File: src/design/qdr_pkg.sv
package qdr_pkg;

   localparam int COUNT_WIDTH = 16;
   localparam int FIELD_W     = 16;
   localparam int RPM_W       = 16;
   localparam int ELAPSED_W   = 16;
   localparam int CFG_W       = 16;
   localparam int NUM_W       = COUNT_WIDTH + CFG_W;
   localparam int DEN_W       = ELAPSED_W + CFG_W;
   localparam int CNT_W       = $clog2(NUM_W);

   localparam int REQ_DATA_W  = 24;
   localparam int REQ_USER_W  = 2;
   localparam int RSP_DATA_W  = 64;
   localparam int RSP_USER_W  = 1;
   localparam int CSR_ADDR_W  = 4;
   localparam int CSR_DATA_W  = 32;

   localparam logic [CFG_W-1:0] GEARBOX_RESET   = CFG_W'(75);
   localparam logic [CFG_W-1:0] RPM_SCALE_RESET = CFG_W'(5000);

   typedef enum logic [1:0] {
      OP_SAMPLE     = 2'd0,
      OP_READ       = 2'd1,
      OP_READ_CLEAR = 2'd2,
      OP_INIT       = 2'd3
   } qdr_op_type;

   typedef enum logic [1:0] {
      REG_GEARBOX      = 2'd0,
      REG_RPM_SCALE    = 2'd1,
      REG_INVERT_LEFT  = 2'd2,
      REG_INVERT_RIGHT = 2'd3
   } qdr_reg_type;

   typedef enum logic [1:0] {
      QDR_IDLE,
      QDR_MUL,
      QDR_DIV
   } qdr_state_type;

   typedef enum logic [1:0] {
      STEP_HOLD,
      STEP_UP,
      STEP_DOWN
   } qdr_step_type;

   // indexed by {previous phase, current phase}
   localparam qdr_step_type STEP_TABLE [16] = '{
      STEP_HOLD, STEP_DOWN, STEP_UP,   STEP_HOLD,
      STEP_UP,   STEP_HOLD, STEP_HOLD, STEP_DOWN,
      STEP_DOWN, STEP_HOLD, STEP_HOLD, STEP_UP,
      STEP_HOLD, STEP_UP,   STEP_DOWN, STEP_HOLD
   };

   typedef struct packed {
      logic sample;
      logic init;
      logic snap;
      logic clear;
      logic start;
   } qdr_lane_ctrl_type;

endpackage

File: src/design/qdr_divider.sv
module qdr_divider (
   input  logic                                 clock,
   input  logic                                 reset,
   input  logic                                 start,
   input  logic [qdr_pkg::NUM_W-1:0]            num_mag,
   input  logic                                 num_neg,
   input  logic [qdr_pkg::DEN_W-1:0]            den,
   output logic                                 done,
   output logic signed [qdr_pkg::RPM_W-1:0]     quotient
);
   import qdr_pkg::*;

   localparam logic [NUM_W-1:0] POS_LIMIT = NUM_W'((2 ** (RPM_W - 1)) - 1);
   localparam logic [NUM_W-1:0] NEG_LIMIT = NUM_W'(2 ** (RPM_W - 1));

   logic [DEN_W:0]   rem_ff, rem_in;
   logic [NUM_W-1:0] quo_ff, quo_in;
   logic [DEN_W-1:0] den_ff, den_in;
   logic             neg_ff, neg_in;
   logic [CNT_W-1:0] cnt_ff, cnt_in;
   logic             busy_ff, busy_in;
   logic             done_ff, done_in;
   logic [DEN_W:0]   shifted;
   logic [DEN_W:0]   diff;

   always_comb begin
      rem_in  = rem_ff;
      quo_in  = quo_ff;
      den_in  = den_ff;
      neg_in  = neg_ff;
      cnt_in  = cnt_ff;
      busy_in = busy_ff;
      done_in = 1'b0;
      shifted = {rem_ff[DEN_W-1:0], quo_ff[NUM_W-1]};
      diff    = shifted - {1'b0, den_ff};
      if (start) begin
         rem_in  = '0;
         quo_in  = num_mag;
         den_in  = den;
         neg_in  = num_neg;
         cnt_in  = '0;
         busy_in = 1'b1;
      end else if (busy_ff) begin
         rem_in = diff[DEN_W] ? shifted : diff;
         quo_in = {quo_ff[NUM_W-2:0], ~diff[DEN_W]};
         cnt_in = cnt_ff + CNT_W'(1);
         if (cnt_ff == CNT_W'(NUM_W - 1)) begin
            busy_in = 1'b0;
            done_in = 1'b1;
         end
      end
   end

   always_ff @(posedge clock) begin
      if (reset) begin
         busy_ff <= 1'b0;
         done_ff <= 1'b0;
      end else begin
         busy_ff <= busy_in;
         done_ff <= done_in;
      end
   end

   always_ff @(posedge clock) begin
      rem_ff <= rem_in;
      quo_ff <= quo_in;
      den_ff <= den_in;
      neg_ff <= neg_in;
      cnt_ff <= cnt_in;
   end

   // truncate toward zero, then saturate
   always_comb begin
      if (neg_ff) begin
         if (quo_ff > NEG_LIMIT) begin
            quotient = {1'b1, {(RPM_W - 1){1'b0}}};
         end else begin
            quotient = -signed'(quo_ff[RPM_W-1:0]);
         end
      end else begin
         if (quo_ff > POS_LIMIT) begin
            quotient = {1'b0, {(RPM_W - 1){1'b1}}};
         end else begin
            quotient = signed'(quo_ff[RPM_W-1:0]);
         end
      end
   end

   assign done = done_ff;

endmodule

File: src/design/qdr_lane.sv
module qdr_lane (
   input  logic                                 clock,
   input  logic                                 reset,
   input  qdr_pkg::qdr_lane_ctrl_type           ctrl,
   input  logic [1:0]                           phase,
   input  logic                                 invert,
   input  logic [qdr_pkg::CFG_W-1:0]            rpm_scale,
   input  logic [qdr_pkg::DEN_W-1:0]            den,
   output logic [qdr_pkg::COUNT_WIDTH-1:0]      count,
   output logic signed [qdr_pkg::RPM_W-1:0]     rpm,
   output logic                                 done
);
   import qdr_pkg::*;

   logic [1:0]             prev_ff, prev_in;
   logic [COUNT_WIDTH-1:0] total_ff, total_in;
   logic [COUNT_WIDTH-1:0] snap_ff, snap_in;
   qdr_step_type           step;
   logic                   step_up;
   logic                   step_down;
   logic                   snap_neg;
   logic [COUNT_WIDTH-1:0] snap_mag;
   logic [NUM_W-1:0]       num_mag;

   always_comb begin
      step      = STEP_TABLE[{prev_ff, phase}];
      step_up   = invert ? (step == STEP_DOWN) : (step == STEP_UP);
      step_down = invert ? (step == STEP_UP) : (step == STEP_DOWN);
      prev_in   = prev_ff;
      total_in  = total_ff;
      snap_in   = ctrl.snap ? total_ff : snap_ff;
      if (ctrl.init || ctrl.clear) begin
         total_in = '0;
      end else if (ctrl.sample) begin
         if (step_up) begin
            total_in = total_ff + COUNT_WIDTH'(1);
         end else if (step_down) begin
            total_in = total_ff - COUNT_WIDTH'(1);
         end
      end
      if (ctrl.sample || ctrl.init) begin
         prev_in = phase;
      end
   end

   always_ff @(posedge clock) begin
      if (reset) begin
         prev_ff  <= '0;
         total_ff <= '0;
      end else begin
         prev_ff  <= prev_in;
         total_ff <= total_in;
      end
   end

   always_ff @(posedge clock) begin
      snap_ff <= snap_in;
   end

   always_comb begin
      snap_neg = snap_ff[COUNT_WIDTH-1];
      snap_mag = snap_neg ? (~snap_ff + COUNT_WIDTH'(1)) : snap_ff;
      num_mag  = NUM_W'(snap_mag) * NUM_W'(rpm_scale);
   end

   qdr_divider u_divider (
      .clock    (clock),
      .reset    (reset),
      .start    (ctrl.start),
      .num_mag  (num_mag),
      .num_neg  (snap_neg),
      .den      (den),
      .done     (done),
      .quotient (rpm)
   );

   assign count = snap_ff;

endmodule

File: src/design/dual_quadrature_decoder_rpm.sv
// Two-channel x4 quadrature decoder with rpm readout. Pin samples and init items
// are taken one per clock, also while a read is being worked on, and give no
// result. A read item (op 1, or op 2 which also clears both counts) snapshots
// the counts on acceptance; in the next cycle each lane forms count*rpm_scale
// and the shared elapsed_ms*gearbox, and a bit-serial restoring divider in
// each lane then works out the quotient bit by bit into the output register.
// A further read is held off until that result has been taken from the output
// register. speed_error in rsp_tuser marks a zero denominator, with both rpm
// fields then zero.
module dual_quadrature_decoder_rpm (
   input  logic                                 clock,
   input  logic                                 reset,
   input  logic                                 req_tvalid,
   output logic                                 req_tready,
   // left_a, left_b, right_a, right_b, elapsed_ms, zero fill
   input  logic [qdr_pkg::REQ_DATA_W-1:0]       req_tdata,
   // op
   input  logic [qdr_pkg::REQ_USER_W-1:0]       req_tuser,
   output logic                                 rsp_tvalid,
   input  logic                                 rsp_tready,
   // left_count, right_count, left_rpm, right_rpm
   output logic [qdr_pkg::RSP_DATA_W-1:0]       rsp_tdata,
   // speed_error
   output logic [qdr_pkg::RSP_USER_W-1:0]       rsp_tuser,
   input  logic                                 csr_psel,
   input  logic                                 csr_penable,
   input  logic                                 csr_pwrite,
   input  logic [qdr_pkg::CSR_ADDR_W-1:0]       csr_paddr,
   input  logic [qdr_pkg::CSR_DATA_W-1:0]       csr_pwdata,
   output logic [qdr_pkg::CSR_DATA_W-1:0]       csr_prdata,
   output logic                                 csr_pready
);
   import qdr_pkg::*;

   logic [CFG_W-1:0]       gear_ff, gear_in;
   logic [CFG_W-1:0]       c2r_ff, c2r_in;
   logic                   inv_left_ff, inv_left_in;
   logic                   inv_right_ff, inv_right_in;
   qdr_reg_type            csr_index;
   logic                   csr_write;

   qdr_state_type          state_ff, state_in;
   logic [ELAPSED_W-1:0]   elapsed_ff, elapsed_in;
   logic                   err_ff, err_in;
   logic                   rsp_valid_ff, rsp_valid_in;
   logic [RSP_DATA_W-1:0]  rsp_data_ff, rsp_data_in;
   logic                   rsp_err_ff, rsp_err_in;

   qdr_op_type             op;
   logic                   is_read;
   logic                   out_free;
   logic                   accept;
   logic [DEN_W-1:0]       den;
   qdr_lane_ctrl_type      lane_ctrl;

   logic [COUNT_WIDTH-1:0] left_count, right_count;
   logic signed [RPM_W-1:0] left_rpm, right_rpm;
   logic                   left_done, right_done;

   // configuration
   assign csr_pready = 1'b1;
   assign csr_index  = qdr_reg_type'(csr_paddr[3:2]);
   assign csr_write  = csr_psel && csr_penable && csr_pwrite && csr_pready;

   always_comb begin
      gear_in      = gear_ff;
      c2r_in       = c2r_ff;
      inv_left_in  = inv_left_ff;
      inv_right_in = inv_right_ff;
      if (csr_write) begin
         case (csr_index)
            REG_GEARBOX:      gear_in      = csr_pwdata[CFG_W-1:0];
            REG_RPM_SCALE:    c2r_in       = csr_pwdata[CFG_W-1:0];
            REG_INVERT_LEFT:  inv_left_in  = csr_pwdata[0];
            REG_INVERT_RIGHT: inv_right_in = csr_pwdata[0];
            default: ;
         endcase
      end
   end

   always_comb begin
      case (csr_index)
         REG_GEARBOX:      csr_prdata = CSR_DATA_W'(gear_ff);
         REG_RPM_SCALE:    csr_prdata = CSR_DATA_W'(c2r_ff);
         REG_INVERT_LEFT:  csr_prdata = CSR_DATA_W'(inv_left_ff);
         REG_INVERT_RIGHT: csr_prdata = CSR_DATA_W'(inv_right_ff);
         default:          csr_prdata = '0;
      endcase
   end

   always_ff @(posedge clock) begin
      if (reset) begin
         gear_ff      <= GEARBOX_RESET;
         c2r_ff       <= RPM_SCALE_RESET;
         inv_left_ff  <= 1'b1;
         inv_right_ff <= 1'b0;
      end else begin
         gear_ff      <= gear_in;
         c2r_ff       <= c2r_in;
         inv_left_ff  <= inv_left_in;
         inv_right_ff <= inv_right_in;
      end
   end

   // input handshake
   assign op         = qdr_op_type'(req_tuser);
   assign is_read    = (op == OP_READ) || (op == OP_READ_CLEAR);
   assign out_free   = !rsp_valid_ff || rsp_tready;
   assign req_tready = !is_read || ((state_ff == QDR_IDLE) && out_free);
   assign accept     = req_tvalid && req_tready;
   assign den        = DEN_W'(elapsed_ff) * DEN_W'(gear_ff);

   always_comb begin
      lane_ctrl.sample = accept && (op == OP_SAMPLE);
      lane_ctrl.init   = accept && (op == OP_INIT);
      lane_ctrl.snap   = accept && is_read;
      lane_ctrl.clear  = accept && (op == OP_READ_CLEAR);
      lane_ctrl.start  = (state_ff == QDR_MUL);
   end

   qdr_lane u_left (
      .clock         (clock),
      .reset         (reset),
      .ctrl          (lane_ctrl),
      .phase         ({req_tdata[1], req_tdata[0]}),
      .invert        (inv_left_ff),
      .rpm_scale     (c2r_ff),
      .den           (den),
      .count         (left_count),
      .rpm           (left_rpm),
      .done          (left_done)
   );

   qdr_lane u_right (
      .clock         (clock),
      .reset         (reset),
      .ctrl          (lane_ctrl),
      .phase         ({req_tdata[3], req_tdata[2]}),
      .invert        (inv_right_ff),
      .rpm_scale     (c2r_ff),
      .den           (den),
      .count         (right_count),
      .rpm           (right_rpm),
      .done          (right_done)
   );

   // sequencer and merge
   always_comb begin
      state_in     = state_ff;
      elapsed_in   = elapsed_ff;
      err_in       = err_ff;
      rsp_valid_in = rsp_valid_ff;
      rsp_data_in  = rsp_data_ff;
      rsp_err_in   = rsp_err_ff;
      if (rsp_valid_ff && rsp_tready) begin
         rsp_valid_in = 1'b0;
      end
      case (state_ff)
         QDR_IDLE: begin
            if (lane_ctrl.snap) begin
               elapsed_in = req_tdata[4 +: ELAPSED_W];
               state_in   = QDR_MUL;
            end
         end
         QDR_MUL: begin
            err_in   = (den == '0);
            state_in = QDR_DIV;
         end
         QDR_DIV: begin
            if (left_done && right_done) begin
               rsp_valid_in = 1'b1;
               rsp_err_in   = err_ff;
               rsp_data_in  = {err_ff ? RPM_W'(0) : right_rpm,
                               err_ff ? RPM_W'(0) : left_rpm,
                               FIELD_W'(right_count),
                               FIELD_W'(left_count)};
               state_in     = QDR_IDLE;
            end
         end
         default: state_in = QDR_IDLE;
      endcase
   end

   always_ff @(posedge clock) begin
      if (reset) begin
         state_ff     <= QDR_IDLE;
         rsp_valid_ff <= 1'b0;
      end else begin
         state_ff     <= state_in;
         rsp_valid_ff <= rsp_valid_in;
      end
   end

   always_ff @(posedge clock) begin
      elapsed_ff  <= elapsed_in;
      err_ff      <= err_in;
      rsp_data_ff <= rsp_data_in;
      rsp_err_ff  <= rsp_err_in;
   end

   assign rsp_tvalid = rsp_valid_ff;
   assign rsp_tdata  = rsp_data_ff;
   assign rsp_tuser  = RSP_USER_W'(rsp_err_ff);

   a_lanes_in_step: assert property (@(posedge clock) disable iff (reset)
      left_done == right_done)
      else $error("lane dividers finished out of step");

   a_error_zero_rpm: assert property (@(posedge clock) disable iff (reset)
      rsp_tvalid && rsp_tuser[0] |-> rsp_tdata[RSP_DATA_W-1:2*FIELD_W] == '0)
      else $error("speed error with non-zero rpm");

   a_result_from_div: assert property (@(posedge clock) disable iff (reset)
      $rose(rsp_tvalid) |-> $past(state_ff == QDR_DIV))
      else $error("result raised outside division");

   a_mul_then_div: assert property (@(posedge clock) disable iff (reset)
      state_ff == QDR_MUL |=> state_ff == QDR_DIV && !left_done)
      else $error("divider not started after product stage");

endmodule

File: config.mk
export PLATFORM = sky130hd
export DESIGN_NAME = dual_quadrature_decoder_rpm
export DESIGN_NICKNAME = d
export VERILOG_FILES = /design/src/design/qdr_pkg.sv /design/src/design/qdr_divider.sv /design/src/design/qdr_lane.sv /design/src/design/dual_quadrature_decoder_rpm.sv
export SDC_FILE = /design/constraint.sdc
export NUM_CORES = 2
export LEC_CHECK = 0
export ABC_CLOCK_PERIOD_IN_PS = 11200
export BUFFER_PORTS_ARGS = -buffer_cell sky130_fd_sc_hd__buf_2
export CAP_MARGIN = 20
export CORE_MARGIN = 10
export CORE_UTILIZATION = 55
export CTS_BUF_LIST = sky130_fd_sc_hd__clkbuf_4 sky130_fd_sc_hd__clkbuf_8
export DETAILED_ROUTE_END_ITERATION = 8
export PLACE_DENSITY = 0.72
export SLEW_MARGIN = 0
export SYNTH_ARGS = -nofsm -noshare
export SYNTH_HDL_FRONTEND = slang
export SYNTH_SLANG_ARGS = --single-unit
File: constraint.sdc
create_clock -name clock -period 11.2 [get_ports clock]
set_clock_uncertainty 0.1 [all_clocks]
set_input_delay 2.24 -clock clock [delete_from_list [all_inputs] [get_ports clock]]
set_output_delay 2.24 -clock clock [all_outputs]
set_load 0.005 [all_outputs]
==> summary.txt <==
Die
  – I/O pin count: 169
  – Die Wd: a little over 300 µm
  – Core footprint: 80800 µm²
  – Die Span Y: approximately 300 µm
  – Row Count: roughly 100
  – Die area: between 90000 and 100000 µm²
  – Initial Util: 55.6%

Drt
  – Routed length per instance: between 15 and 20 µm
  – DRT iter0 DRCs: around 2400
  – Pre-Repair DR Iteration Count: 8
  – Total Wirelength: roughly 110000 µm
  – Drt via density: roughly 5.6
  – Detail Route Antenna Nets: 0
  – # DRC: 0
  – Total number of vias: approximately 34000

Clock network
  – Post-CTS sizing: 0
  – Clock Path Buffers: 3
  – CTS H-tree depth: 3
  – Clock transition at path regs: 0.06 ns
  – CTS buffer count: roughly 70
  – Worst-Skew Late Latency: around 0.67 ns
  – Post-CTS Setup Inserts: 0
  – Root Driver: clkbuf_8
  – CTS tree: built
  – Clk sink count: around 360
  – Post-CTS Hold Buffers: 0

Placed design
  – Placed inst area: roughly 47000 µm²
  – Placer Congestion: 0.888
  – Worst slack, placed: approximately 2.4 ns
  – I/O Buffers: around 130
  – HPWL Detailed: slightly above 80000 µm

Timing
  – Total negative slack: 0 ns
  – Max_slew headroom: 28.8%
  – Max Freq: between 100 and 150 MHz
  – Final hold vios: 0
  – Pins Over Slew Limit: 0
  – Worst hold slack: roughly 0.35 ns
  – Final worst path period need: 8.93 ns
  – Endpoints failing setup: 0
  – Worst slew pin tran: between 1 and 1.5 ns
  – RSZ-0062 raised after global routing: no
  – Final period utilization: 79.8%
  – Setup ws final: between 2 and 2.5 ns

Yosys
  – Asr flop ratio synth: 0%
  – Most used DFF post-synth: edfxtp_1
  – Mean Syn Cell Area: roughly 9 µm²
  – Synthesized area: 44900 µm²
  – Synth area leader: fa_1
  – Commonest cells post-synth: 737 x inv_1, 731 x nand2_1, 586 x fa_1
  – Synth top area share: a little over a quarter
  – Mapped Cells: roughly 5000
  – Sequential share of the synthesized area: between 20% and 30%
  – Warnings, synthesis: 0
  – Post-synth cell types: between 80 and 90
  – Top post-synthesis cells by area: fa_1 26%, edfxtp_1 14%, ha_1 12%, dfxtp_1 6.7%, inv_1 6.2%
  – EDFF count, synth: 212
  – Most frequent cell after synthesis: inv_1
  – Synth Register Bits: between 300 and 400

GRT
  – First-pass GRT wire length: around 180000 µm
  – Vias in the first global route: around 35000
  – Initial antenna violation count: 3
  – Largest net degree at the start of global routing: 82
  – GRT Total Usage: between 20% and 30%
  – Grt ovf: 0

Critical path
  – Slowest cell on the critical path: a2111oi_0
  – Worst setup EP type: flop
  – CP max stage delay: roughly 0.74 ns
  – Largest fanout on the critical path: 16
  – Cell mode on critical path: fa_1
  – Crit path DAT: 9.24 ns
  – Crit Path Class: reg2reg
  – Crit path max-delay family: adder cells
  – Startpoint class of the critical path: flop
  – WP buf/inv: 4
  – Required @ worst endpoint: ~12 ns

Min path
  – Hold Crit Class: reg2reg

Job
  – Maxcap violations: 0

Layout
  – Sequential Area: approximately 9400 µm²
  – Fill cell count: 6992
  – Share of layout cells above drive strength 1: under 10%
  – Nets@finish: between 6000 and 7000
  – Area Growth Syn to Fin: 6.91%
  – Area of the multi-input gates: around 32000 µm²
  – Finished Core Util: 59.4%
  – Final Instance Area: between 40000 and 50000 µm²

Power
  – Pwr dens: between 150 and 200 nW/µm²
  – Leakage: 0.0234 µW
  – Peak supply drop: 0.000226 V

Run status
  – Status: completed
## final timing paths
kind / cells after the start / to / slack (ns) / startpoint
hold reg to reg: 0 / u_left.count[15] / 0.35 / u_left.total_ff[15]
setup / recovery: 25 / u_right.u_divider.quo_ff[29] / 2.27 / u_right.count[5]
setup reg to reg: 25 / u_right.u_divider.quo_ff[29] / 2.27 / u_right.count[5]
hold / removal: 0 / u_left.count[15] / 0.35 / u_left.total_ff[15]
## cells in the final DEF (no fill, tap or decap), types with 16 or more instances in the layout
master / count
nand2b_1: 33
a21oi_1: 206
o21a_1: 22
and2_1: 372
nor3_1: 41
a21o_1: 103
edfxtp_1: 212
nand2_1: 731
or3_1: 31
mux2i_1: 45
nand4_1: 21
a31oi_1: 65
buf_2: 129
xor2_1: 69
o21bai_1: 32
ha_1: 415
nand3b_1: 16
buf_4: 64
dfxtp_1: 150
clkbuf_4: 17
fa_1: 586
o211ai_1: 26
xnor2_1: 113
inv_1: 737
o21ai_0: 197
conb_1: 17
o31ai_1: 27
clkbuf_8: 75
nor2_1: 177
nand3_1: 38
and3_1: 33
## area by class of cell
class / instances / share of cell area [%]
flip-flops and latches: 363 / 19.6
clock inverters: 31 / 0.620
diodes: 2 / 0.0104
clock buffers: 92 / 2.42
repair buffers: 193 / 2.34
well taps: 1060 / 2.76
inverters: 738 / 5.77
multi-input cells: 3635 / 66.5
## metrics by stage
step | instances | total power [µW]
after global placement | 5989 | 7410
after floorplan | 4976 | 6280
after CTS | 6112 | 8970
after global routing | 6113 | 9870
final | 6114 | 8960
after detailed placement | 5989 | 7500
## worst reg2reg max path, delay by kind of cell, from the launching register on
family / cells / cell delay (ns)
buf+inv: 4 / 0.39
flops: 1 / 0.45
fa+ha+maj: 7 / 3.32
xor+xnor: 2 / 0.32
compound gates: 7 / 2.24
simple gates: 5 / 1.85
## per-layer routing
layer,vias to the layer above,part of all wire [%],track usage [%]
met2,1154,45,37.4
li1,16200,-,-
met1,16900,45,32.3
met3,192,7.4,3.85
met5,-,0,0
met4,0,2.8,7.30
## power breakdown
part,internal [µW],switching [µW]
Sequential,1650,178
Combinational,2400,3310
Clock,794,618
Total,4850,4110
## state kept, by name (all words and copies together), names as in the netlist, 32 cells and up
signal and cells:
u_right.u_divider.quo_ff 32, u_left.u_divider.rem_ff 32, u_left.u_divider.quo_ff 32, u_right.u_divider.den_ff 32
u_right.u_divider.rem_ff 32, rsp_tdata 64
## logic make-up after synthesis
logic type	after synthesis	synth area share, %
other	2	0.0167
muxes	48	1.10
AOI/OAI and AO/OA	791	11.1
DFF	363	20.9
xor gates and xnor gates	194	3.82
adders and majority gates	1001	37.7
and+or+nand+nor	1584	17.1
buffers and inverters	978	8.34
No activity file was read; power rests on OpenSTA's default activity.
